File: config.mk
export PLATFORM = sky130hd
export DESIGN_NAME = flow_send_scheduler_top
export DESIGN_NICKNAME = d
export VERILOG_FILES = /design/src/rtl/fss_pkg.sv /design/src/rtl/flow_send_scheduler_top.sv
export SDC_FILE = /design/constraint.sdc
export NUM_CORES = 2
export LEC_CHECK = 0
export ABC_AREA = 1
export ABC_CLOCK_PERIOD_IN_PS = 11000
export BUFFER_PORTS_ARGS = -buffer_cell sky130_fd_sc_hd__buf_2
export CELL_PAD_IN_SITES_DETAIL_PLACEMENT = 1
export CELL_PAD_IN_SITES_GLOBAL_PLACEMENT = 2
export CORE_UTILIZATION = 41
export DETAILED_ROUTE_END_ITERATION = 7
export GPL_TIMING_DRIVEN = 0
export PLACE_DENSITY = 0.78
export SYNTH_ARGS = -nofsm -noshare
export SYNTH_HDL_FRONTEND = slang
export SYNTH_SLANG_ARGS = --single-unit
File: constraint.sdc
create_clock -name clk -period 11 [get_ports clk]
set_input_delay 1.65 -clock clk [delete_from_list [all_inputs] [get_ports clk]]
set_output_delay 1.65 -clock clk [all_outputs]
set_load 0.01 [all_outputs]
File: src/rtl/fss_pkg.sv
// ----------------------------------------------------------------------------
// fss_pkg
// Shared constants, codes and types of the flow send scheduler.
// ----------------------------------------------------------------------------
package fss_pkg;

  localparam int FLOWS       = 16;
  localparam int COLLECTIVES = 16;
  localparam int RECEIVERS   = 1024;

  localparam int SLOT_W = $clog2(FLOWS);
  localparam int LEN_W  = $clog2(FLOWS) + 1;
  localparam int COLL_W = $clog2(COLLECTIVES);
  localparam int RX_W   = $clog2(RECEIVERS);
  localparam int ENT_W  = COLL_W + RX_W;

  // operation codes
  localparam logic [1:0] OP_ADD    = 2'd0;
  localparam logic [1:0] OP_FINISH = 2'd1;
  localparam logic [1:0] OP_REQ    = 2'd2;

  // scheduling modes
  localparam logic [1:0] MODE_PLAIN   = 2'd0;
  localparam logic [1:0] MODE_LIMITED = 2'd1;
  localparam logic [1:0] MODE_COLL    = 2'd2;

  // configuration register indexes
  localparam logic [1:0] REG_MODE     = 2'd0;
  localparam logic [1:0] REG_MAX_RX   = 2'd1;
  localparam logic [1:0] REG_FALLBACK = 2'd2;

  typedef enum logic [3:0] {
    ST_IDLE,
    ST_EXEC,
    ST_SCAN,
    ST_CMOD,
    ST_FINDC,
    ST_IMOD,
    ST_FINDP,
    ST_PICK1,
    ST_DONE
  } fss_state_t;

endpackage

File: src/rtl/flow_send_scheduler_top.sv
// ----------------------------------------------------------------------------
// flow_send_scheduler_top
// Picks the next flow to send: plain list order, receiver-limited order or
// two-level round robin over collectives and their flows.
// ----------------------------------------------------------------------------
// Add, finish and plain requests go from the execute state to the result
// beat; mode 1 requests scan first (one slot table read per list entry),
// mode 2 requests scan and then run pointer and index reduction and searches.
// One item at a time; the next beat is taken while a result waits.
// Synchronous rst empties the list, clears receiver and pointer state and
// restores mode 2, four receivers, fallback on.
// ----------------------------------------------------------------------------
module flow_send_scheduler_top (
  input  logic        clk,
  input  logic        rst,
  // config write channel
  input  logic        cfg_valid,
  output logic        cfg_ready,
  input  logic [1:0]  cfg_index,
  input  logic [4:0]  cfg_data,
  // input beats
  input  logic        s_tvalid,
  output logic        s_tready,
  input  logic [23:0] s_tdata,   // slot[3:0], collective[7:4], receiver[17:8], zero
  input  logic [1:0]  s_tuser,   // operation[1:0]
  // result beats
  output logic        m_tvalid,
  input  logic        m_tready,
  output logic [7:0]  m_tdata,   // chosen_slot[3:0], zero
  output logic        m_tuser    // granted[0]
);
  import fss_pkg::*;

  fss_state_t state, state_next;

  // configuration
  logic [1:0] mode;
  logic [4:0] max_rx;
  logic       single_fb;

  // flow state
  logic [SLOT_W-1:0] list [FLOWS];
  logic [LEN_W-1:0]  len;
  logic [FLOWS-1:0]  live;
  logic [FLOWS-1:0]  rec_v, nv;
  logic [RX_W-1:0]   rec_rx [FLOWS];
  logic [RX_W-1:0]   nrx [FLOWS];
  logic [COLL_W-1:0] cptr;
  logic [SLOT_W-1:0] pcn [COLLECTIVES];

  // slot table memory: {collective, receiver}
  logic [ENT_W-1:0]  slot_mem [FLOWS];
  logic [ENT_W-1:0]  mem_q;
  logic              mem_we;
  logic [SLOT_W-1:0] mem_raddr;

  // latched item
  logic [1:0]        op_q;
  logic [SLOT_W-1:0] slot_q;
  logic [COLL_W-1:0] coll_q;
  logic [RX_W-1:0]   rx_q;

  // scan results per list position
  logic [COLL_W-1:0] pos_co [FLOWS];
  logic [RX_W-1:0]   pos_rx [FLOWS];
  logic [FLOWS-1:0]  pos_in;
  logic [LEN_W-1:0]  size [COLLECTIVES];
  logic [LEN_W-1:0]  active;

  // sequencer registers
  logic [LEN_W-1:0]  cnt;
  logic              p_v;
  logic [SLOT_W-1:0] p_pos, p_slot;
  logic [COLL_W-1:0] cc, nth, csel;
  logic [SLOT_W-1:0] idx, seen, fp;
  logic              r_ok;
  logic [SLOT_W-1:0] r_slot;

  // combinational helpers
  logic [LEN_W-1:0]  present;
  logic [LEN_W-1:0]  rot_n;
  logic [SLOT_W-1:0] rot_list [FLOWS];
  logic [5:0]        rot_t [FLOWS];
  logic [SLOT_W-1:0] mtb_pos;
  logic [SLOT_W-1:0] mtb_list [FLOWS];
  logic [SLOT_W-1:0] fin_pos;
  logic [SLOT_W-1:0] pk_pos;
  logic              pk_found;
  logic [RX_W-1:0]   sc_rx;
  logic [COLL_W-1:0] sc_co;
  logic              sc_in, sc_first;
  logic              acc;
  logic              out_free;
  logic              plain_go;

  assign acc      = s_tvalid && s_tready;
  assign out_free = !m_tvalid || m_tready;
  assign sc_rx    = mem_q[RX_W-1:0];
  assign sc_co    = mem_q[ENT_W-1:RX_W];

  // plain-order request served straight from the list head
  assign plain_go = (op_q == OP_REQ) && (mode != MODE_LIMITED) && (mode != MODE_COLL)
                    && (len != '0);

  // handshake outputs
  always_comb begin
    s_tready  = (state == ST_IDLE);
    cfg_ready = 1'b1;
  end

  // next state
  always_comb begin
    state_next = state;
    case (state)
      ST_IDLE:  if (acc) state_next = ST_EXEC;
      ST_EXEC: begin
        if (op_q == OP_REQ && (mode == MODE_LIMITED || mode == MODE_COLL))
          state_next = ST_SCAN;
        else
          state_next = ST_DONE;
      end
      ST_SCAN: begin
        if (cnt == len) state_next = (mode == MODE_LIMITED) ? ST_PICK1 : ST_CMOD;
      end
      ST_CMOD: begin
        if (present != '0 && {1'b0, cptr} >= present)
          state_next = ST_CMOD;
        else if ((single_fb && present <= LEN_W'(1)) || present == '0)
          state_next = ST_DONE;
        else
          state_next = ST_FINDC;
      end
      ST_FINDC: if (size[cc] != '0 && nth == cptr) state_next = ST_IMOD;
      ST_IMOD:  if ({1'b0, idx} < size[csel]) state_next = ST_FINDP;
      ST_FINDP: if (pos_co[fp] == csel && seen == idx) state_next = ST_DONE;
      ST_PICK1: state_next = ST_DONE;
      ST_DONE:  if (out_free) state_next = ST_IDLE;
      default:  state_next = ST_IDLE;
    endcase
  end

  // count collectives present
  always_comb begin
    present = '0;
    for (int c = 0; c < COLLECTIVES; c++)
      present = present + LEN_W'(size[c] != '0);
  end

  // rotate the front rot_n entries to the back
  always_comb begin
    rot_n = LEN_W'(1);
    if (state == ST_PICK1) rot_n = LEN_W'(pk_pos) + LEN_W'(1);
    for (int i = 0; i < FLOWS; i++) begin
      rot_t[i] = 6'(i) + 6'(rot_n);
      if (rot_t[i] >= 6'(len)) rot_t[i] = rot_t[i] - 6'(len);
      rot_list[i] = list[rot_t[i][SLOT_W-1:0]];
    end
  end

  // position of the finished slot
  always_comb begin
    fin_pos = '0;
    for (int j = FLOWS - 1; j >= 0; j--)
      if (LEN_W'(j) < len && list[j] == slot_q) fin_pos = SLOT_W'(j);
  end

  // move one entry to the back of the list
  always_comb begin
    mtb_pos = (state == ST_FINDP) ? fp : fin_pos;
    for (int i = 0; i < FLOWS; i++) begin
      mtb_list[i] = list[i];
      if (LEN_W'(i) >= LEN_W'(mtb_pos) && LEN_W'(i) + LEN_W'(1) < len)
        mtb_list[i] = list[SLOT_W'(i + 1)];
      if (LEN_W'(i) + LEN_W'(1) == len)
        mtb_list[i] = list[mtb_pos];
    end
  end

  // receiver-limited pick position
  always_comb begin
    pk_found = 1'b0;
    pk_pos   = '0;
    if (len != '0 && active < max_rx) begin
      pk_found = 1'b1;
    end else begin
      for (int j = FLOWS - 1; j >= 0; j--)
        if (pos_in[j]) begin
          pk_found = 1'b1;
          pk_pos   = SLOT_W'(j);
        end
    end
  end

  // scan lookups: receiver already active, first time seen in this scan
  always_comb begin
    sc_in    = 1'b0;
    sc_first = 1'b1;
    for (int k = 0; k < FLOWS; k++)
      if (rec_v[k] && rec_rx[k] == sc_rx) sc_in = 1'b1;
    for (int j = 0; j < FLOWS; j++)
      if (SLOT_W'(j) < p_pos && pos_rx[j] == sc_rx) sc_first = 1'b0;
  end

  // slot table memory
  assign mem_we    = (state == ST_EXEC) && (op_q == OP_ADD) && !live[slot_q]
                     && (len < LEN_W'(FLOWS));
  assign mem_raddr = list[cnt[SLOT_W-1:0]];

  always_ff @(posedge clk) begin
    if (mem_we) slot_mem[slot_q] <= {coll_q, rx_q};
    mem_q <= slot_mem[mem_raddr];
  end

  // payload registers
  always_ff @(posedge clk) begin
    if (acc) begin
      op_q   <= s_tuser;
      slot_q <= s_tdata[3:0];
      coll_q <= s_tdata[7:4];
      rx_q   <= s_tdata[17:8];
    end
    if (state == ST_SCAN && p_v) begin
      pos_co[p_pos] <= sc_co;
      pos_rx[p_pos] <= sc_rx;
      nrx[p_slot]   <= sc_rx;
    end
    if (state == ST_PICK1) begin
      for (int k = 0; k < FLOWS; k++) rec_rx[k] <= nrx[k];
    end
  end

  // control and state registers
  always_ff @(posedge clk) begin
    if (rst) begin
      state     <= ST_IDLE;
      mode      <= MODE_COLL;
      max_rx    <= 5'd4;
      single_fb <= 1'b1;
      len       <= '0;
      live      <= '0;
      rec_v     <= '0;
      cptr      <= '0;
      for (int c = 0; c < COLLECTIVES; c++) pcn[c] <= '0;
      m_tvalid  <= 1'b0;
      p_v       <= 1'b0;
    end else begin
      state <= state_next;

      // config writes
      if (cfg_valid && cfg_ready) begin
        case (cfg_index)
          REG_MODE:     mode      <= cfg_data[1:0];
          REG_MAX_RX:   max_rx    <= cfg_data;
          REG_FALLBACK: single_fb <= cfg_data[0];
          default:      ;
        endcase
      end

      // result beat leaves; a new one is loaded in ST_DONE
      if (m_tvalid && m_tready && state != ST_DONE) m_tvalid <= 1'b0;

      case (state)
        ST_EXEC: begin
          r_ok   <= plain_go;
          r_slot <= plain_go ? list[0] : '0;
          cnt    <= '0;
          p_v    <= 1'b0;
          active <= '0;
          nv     <= '0;
          pos_in <= '0;
          for (int c = 0; c < COLLECTIVES; c++) size[c] <= '0;
          case (op_q)
            OP_ADD: begin
              if (mem_we) begin
                live[slot_q]           <= 1'b1;
                list[len[SLOT_W-1:0]]  <= slot_q;
                len                    <= len + LEN_W'(1);
              end
            end
            OP_FINISH: begin
              if (live[slot_q]) begin
                live[slot_q] <= 1'b0;
                for (int i = 0; i < FLOWS; i++) list[i] <= mtb_list[i];
                len <= len - LEN_W'(1);
              end
            end
            OP_REQ: begin
              if (plain_go) begin
                for (int i = 0; i < FLOWS; i++) list[i] <= rot_list[i];
              end
            end
            default: ;
          endcase
        end

        // walk the list, one slot table read per entry
        ST_SCAN: begin
          p_v    <= (cnt < len);
          p_pos  <= cnt[SLOT_W-1:0];
          p_slot <= list[cnt[SLOT_W-1:0]];
          if (cnt < len) cnt <= cnt + LEN_W'(1);
          if (p_v) begin
            size[sc_co]   <= size[sc_co] + LEN_W'(1);
            pos_in[p_pos] <= sc_in;
            nv[p_slot]    <= sc_in;
            if (sc_in && sc_first) active <= active + LEN_W'(1);
          end
          cc  <= '0;
          nth <= '0;
        end

        // reduce the collective pointer, or fall back
        ST_CMOD: begin
          if (present != '0 && {1'b0, cptr} >= present) begin
            cptr <= COLL_W'({1'b0, cptr} - present);
          end else if (single_fb && present <= LEN_W'(1)) begin
            if (len != '0) begin
              r_ok   <= 1'b1;
              r_slot <= list[0];
              for (int i = 0; i < FLOWS; i++) list[i] <= rot_list[i];
            end
          end
        end

        // find the pointed-to collective
        ST_FINDC: begin
          if (size[cc] != '0) begin
            if (nth == cptr) begin
              csel <= cc;
              idx  <= pcn[cc];
            end else begin
              nth <= nth + COLL_W'(1);
            end
          end
          cc <= cc + COLL_W'(1);
        end

        // reduce the flow index within the collective
        ST_IMOD: begin
          if ({1'b0, idx} >= size[csel]) begin
            idx <= SLOT_W'({1'b0, idx} - size[csel]);
          end else begin
            pcn[csel] <= ({1'b0, idx} + LEN_W'(1) == size[csel]) ? '0 : idx + SLOT_W'(1);
            cptr      <= ({1'b0, cptr} + LEN_W'(1) == present) ? '0 : cptr + COLL_W'(1);
            fp        <= '0;
            seen      <= '0;
          end
        end

        // find the flow and move it to the back
        ST_FINDP: begin
          if (pos_co[fp] == csel) begin
            if (seen == idx) begin
              r_ok   <= 1'b1;
              r_slot <= list[fp];
              for (int i = 0; i < FLOWS; i++) list[i] <= mtb_list[i];
            end else begin
              seen <= seen + SLOT_W'(1);
            end
          end
          fp <= fp + SLOT_W'(1);
        end

        // receiver-limited grant and active set rebuild
        ST_PICK1: begin
          rec_v <= pk_found ? (nv | (FLOWS'(1) << list[pk_pos])) : nv;
          if (pk_found) begin
            r_ok   <= 1'b1;
            r_slot <= list[pk_pos];
            for (int i = 0; i < FLOWS; i++) list[i] <= rot_list[i];
          end
        end

        ST_DONE: begin
          if (out_free) begin
            m_tvalid <= 1'b1;
            m_tuser  <= r_ok;
            m_tdata  <= {4'b0, r_slot};
          end
        end

        default: ;
      endcase
    end
  end

endmodule
; ---- Word level (Yosys, flattened, before mapping)
; Memory sizes are Yosys's and may differ from the RTL's. A register that Yosys moved wholly into a read port is not among the register bits.
; Cells that the tools add are included.
[op_classes]
n_addsub = 62
order_cmp = 77
n_eq_ne = 111
n_shift = 1
mux = 333
n_bitwise = 69
n_reduce_logical = 139
[ops]
columns = operator, n
row1 = two-way mux 4 bit, 185
row2 = == test 10 bit, 32
row3 = two-way mux 1 bit, 113
row4 = case mux 16 bit (2 select lines), 3
row5 = nonzero test 5 bit, 19
row6 = >= comparator 6 x 5 -> 1 bit, 15
row7 = logical AND 1 bit, 83
row8 = two-way mux 16 bit, 5
row9 = == test 4 bit, 19
row10 = subtractor 4 bit, 18
row11 = bitwise OR 1 bit, 64
row12 = adder 5 x 1 -> 5 bit, 11
row13 = "adder 4 x 5 -> 6 bit, first input constant", 8
row14 = case mux 4 bit (2 select lines), 6
row15 = "== test 4 x 5 -> 1 bit, first input constant", 8
row16 = "less-than comparator 4 x 5 -> 1 bit, first input constant", 8
row17 = "inequality test 2 bit, second input constant", 20
row18 = case mux 4 bit (9 select lines), 1
row19 = two-way mux 5 bit, 7
row20 = bitwise mux 16 bit, 2
row21 = "less-than comparator 4 bit, first input constant", 8
row22 = bitwise OR 16 bit, 2
row23 = case mux 5 bit (2 select lines), 3
row24 = ">= comparator 4 bit, first input constant", 7
row25 = other kinds (67), 145
[word_totals]
ff_bits = 159
mem_bits_rw = 976
out_inout_bits = 12
wordCells = 830
memories = 8
[mem_list]
columns = memory, words, width, read_ports, rd_ports_with_merged_regs, wr, line
row1 = slot_mem, 16, 14, 1, 1, 1, flow_send_scheduler_top.sv:52  ; logic [ENT_W-1:0] slot_mem [FLOWS];
row2 = nrx, 16, 10, 16, 0, 1, flow_send_scheduler_top.sv:47  ; logic [RX_W-1:0] nrx [FLOWS];
row3 = pos_rx, 16, 10, 16, 0, 1, flow_send_scheduler_top.sv:65  ; logic [RX_W-1:0] pos_rx [FLOWS];
row4 = rec_rx, 16, 10, 16, 0, 16, flow_send_scheduler_top.sv:46  ; logic [RX_W-1:0] rec_rx [FLOWS];
row5 = size, 16, 5, 19, 2, 16, flow_send_scheduler_top.sv:67  ; logic [LEN_W-1:0] size [COLLECTIVES];
row6 = list, 16, 4, 36, 2, 16, flow_send_scheduler_top.sv:42  ; logic [SLOT_W-1:0] list [FLOWS];
row7 = +2 memories, --, --, --, --, --, --

; ---- Longest topological paths before layout
; An unclocked memory read counts as a cell.
[logic_depth]
ltp_word = 29
depth_mapped = 44
ltp_nobuf = 41

; ---- Worst setup path after synthesis
; OpenSTA, ideal clock, no wires.
[synth_timing]
path_kind = register to register
startpoint = register state[2]
endpoint = memory list[6][3] (netlist bit) (data pin)
setup_time_ns = 0.258
arrival_ns = 8.874
setup_slack_ns = 1.869
stages_incl_launch_ff = 25
path_buffers = 4
synth_period_minus_slack_ns = 9.131
cell_sequence = dfxtp_1 -> inv_1 -> nor2_1 -> inv_1 -> nor2_2 -> clkbuf_1 -> clkbuf_1 -> nand3_1 -> ha_1 -> inv_1 -> ha_1 -> a21oi_1 -> nor2_1 -> o21ai_0 -> nand3b_1 -> o21ai_1 -> inv_1 -> buf_2 -> buf_1 -> o21ai_0 -> nand2_1 -> o221ai_1 -> nand3_1 -> nand3_1 -> nand2_1
[synth_rtl]
columns = element, line
row1 = "start, declared", flow_send_scheduler_top.sv:34  ; fss_state_t state, state_next;
row2 = "start signal, assigned", flow_send_scheduler_top.sv:247  ; state <= state_next;
row3 = "end, declared", flow_send_scheduler_top.sv:42

==> flow_summary.json <==
{
  "finalCriticalPeriod_ns": 10.84,
  "critPathKind": "flip-flop to flip-flop",
  "violations": "capacitance limit, slew limit",
  "dr_wl_met3_mm": 35.51,
  "finalSetupViolCount": 0,
  "vias": 64850,
  "synth_mux_area_share_pct": 0.6441,
  "nets": 8006,
  "syn_to_final_growth_pct": 12.00,
  "cts_buffers": 121,
  "fin_skew_ns": 0.1307,
  "die_w_um": 406.9,
  "die-area_mm2": 0.1655,
  "yosysUniqueCellTypes": 79,
  "netlist_instances": 7648,
  "finalCritPeriodShare_pct": 98.54,
  "htree_levels": 3,
  "cp_slowest_cell": "inv_1",
  "ys.flop_type": "edfxtp_1",
  "drc": 0,
  "drt_iter0_markers": 8291,
  "synth_edf_count": 1070,
  "synth_top_family_by_area": "simple AND/OR/NAND/NOR gates",
  "maxCapViolations": 33,
  "post-place-ws_ns": 0.5461,
  "grt_max_degree": 72,
  "drt_first_pass_iters": 6,
  "path_clk_slew_ns": 0.06,
  "hold_violations": 0,
  "m1WireLength_mm": 138.2,
  "start_util_pct": 41.29,
  "end_kind": "flip-flop",
  "synth_fa_ha_area_share_pct": 2.163,
  "setup_slack_ns": 0.1601,
  "overflow": 0,
  "drive_gt1_share_pct": 8.370,
  "finalPower_mw": 16.39,
  "io_buffers": 38,
  "post-dp-hpwl_mm": 246.1,
  "dr.max_layer_used": "met5",
  "synthSimpleGateAreaFrac_pct": 18.64,
  "power.leakage_nw": 27.29,
  "cts-hold-fix-buffers": 0,
  "placement.cell_area_mm2": 0.07103,
  "grt_pass1_wl_mm": 475.7,
  "fill_cells": 18760,
  "drt_wl_total_mm": 344.2,
  "status": "complete, but fails checks",
  "tightestPinTransition_ns": 1.720,
  "cts_sinks": 1155,
  "startpoint_type": "flip-flop",
  "cellPowerDensity_mw_per_mm2": 217.8,
  "route.met2.wl_mm": 148.4,
  "clkLatencyLatePin_ns": 0.83,
  "post_cts_resized": 0,
  "cts_tree": "done",
  "fmax_mhz": 92.25,
  "synth_warnings": 0,
  "synth-seq-cells": 1155,
  "synth.avg_cell_area_um2": 8.788,
  "seq_area_frac_synth_pct": 50.34,
  "rsz0062_at_grt": "no",
  "drt-wirelength-per-cell_um": 33.87,
  "peakVddDrop_mv": 0.2302,
  "cp_max_fo": 12,
  "postLayoutCellArea_mm2": 0.07527,
  "drt-vias-per-instance": 6.380,
  "synthesis.area_mm2": 0.06721,
  "die_y_um": 406.9,
  "slew_viol_final": 336,
  "clockBufferDepth": 3,
  "grt_pass1_vias": 63110,
  "core_area_mm2": 0.1628,
  "slew_headroom_pct": -14.67,
  "row_count": 148,
  "slowest_delay_ns": 0.95,
  "cts_setup_buffers": 0,
  "gp_congestion": 1.061,
  "hold_class": "flip-flop to flip-flop",
  "io_pins": 50,
  "required_ns": 11.58,
  "synth-async-reset-ratio_pct": 0,
  "synth_compound_area_share_pct": 18.56,
  "grt_usage_pct": 40.65,
  "worst_ep_arrival_time_ns": 11.42,
  "root_buffer": "clkbuf_16",
  "ant_nets": 0,
  "antenna_found_initial": 33,
  "synthXorXnorAreaFrac_pct": 3.241
}
-- cell families after synthesis --
kind of cell | count (synthesis)
simple gates | 2915
mux | 43
xor+xnor | 247
fa+ha+maj | 106
flops | 1155
other cells | 2
compound gates | 2111
buf+inv | 1069
-- path summary, 6_finish.rpt --
| kind | to | cells past startpoint | startpoint | slack (ns) |
|---|---|---|---|---|
| max | list[13][2] | 30 | len[1] | 0.16 |
| min | rec_rx[0][65] | 0 | nrx[6][5] | 0.41 |
| max reg2reg | list[13][2] | 30 | len[1] | 0.16 |
| min reg2reg | rec_rx[0][65] | 0 | nrx[6][5] | 0.41 |
-- stage by stage --
stage	util, %	setup TNS, ns	instances	hold slack [ns]
6_report	46.25	0	10160	0.4125
5_1_grt	46.22	0	10150	0.4185
4_1_cts	46.16	0	10140	0.4114
3_5_place_dp	43.64	0	9910	0.4052
3_3_place_gp	43.09	-86.95	9864	0.4003
2_1_floorplan	-	0	7651	0.4003
-- Yosys cell counts, types with 26 or more instances --
cell / number / area, um^2
o22ai_1: 71 / 444.2
o221ai_1: 75 / 656.9
xor2_1: 174 / 1524
o2111ai_1: 28 / 245.2
dfxtp_1: 85 / 1702
nor3_1: 131 / 655.6
edfxtp_1: 1070 / 32130
nor4_1: 34 / 212.7
ha_1: 89 / 1114
xnor2_1: 71 / 621.9
mux2i_1: 41 / 410.4
nor2_1: 625 / 2346
o21ai_0: 783 / 3919
nand3_1: 642 / 3213
inv_2: 35 / 131.4
o211ai_1: 335 / 2515
a21oi_1: 581 / 2908
clkinv_1: 29 / 108.9
buf_2: 102 / 510.5
o21ai_2: 26 / 227.7
buf_1: 26 / 97.59
nand4_1: 50 / 312.8
buf_4: 28 / 210.2
nand2_1: 1338 / 5022
or2_2: 35 / 219.0
inv_1: 480 / 1802
o21ai_1: 68 / 340.3
clkbuf_1: 361 / 1355
-- cell usage in the layout, fill, tap and decap left out, types with 68 or more instances in the layout --
cell type	count
a21oi_1	581
buf_2	141
clkbuf_1	352
clkbuf_16	121
dfxtp_1	75
edfxtp_1	1070
ha_1	89
inv_1	480
nand2_1	1337
nand3_1	642
nor2_1	623
nor3_1	85
o211ai_1	335
o21ai_0	783
o21ai_1	68
o221ai_1	75
o22ai_1	71
xnor2_1	71
xor2_1	174
-- layer usage --
metal | global-route usage [%] | vias to the layer above
li1 | - | 27690
met1 | 53.28 | 32470
met2 | 60.63 | 3696
met3 | 10.31 | 970
met4 | 23.75 | 26
met5 | 0 | -
-- worst max-delay path: cells and delay by family, from the launching register on --
family / cells / cell delay [ns]
adders and majority gates: 4 / 2.01
and+or+nand+nor: 11 / 2.25
AOI/OAI and AO/OA: 6 / 2.11
buffers and inverters: 9 / 3.57
DFF: 1 / 0.67
-- layout make-up --
type / count / area [um^2] / area share (%)
sequential: 1155 / 33850 / 44.96
multi-input combinational: 5427 / 29340 / 38.97
clock buffer: 143 / 3161 / 4.199
tap: 2175 / 2721 / 3.615
buffer: 524 / 2287 / 3.039
inverter: 545 / 2048 / 2.721
clock inverter: 87 / 943.4 / 1.253
timing repair buffer: 88 / 882.1 / 1.172
antenna: 20 / 50.05 / 0.06649
-- state kept, by name, summed over array words and instances (netlist names), 5 cells and up, named ones only --
name      cells
len           5
list         64
rec_v        16
pos_co       64
nv           16
cnt           5
nrx         160
rx_q         10
slot_mem    224
size         80
max_rx        5
pos_rx      150
rec_rx      160
pos_in       16
pcn          64
active        5
mem_q        14
-- power breakdown --
group | internal, mW | switching (mW)
clock network | 2.36 | 1.89
logic | 1.63 | 4.80
registers | 5.33 | 0.395
total | 9.32 | 7.08
(Power assumes the default switching activity.)
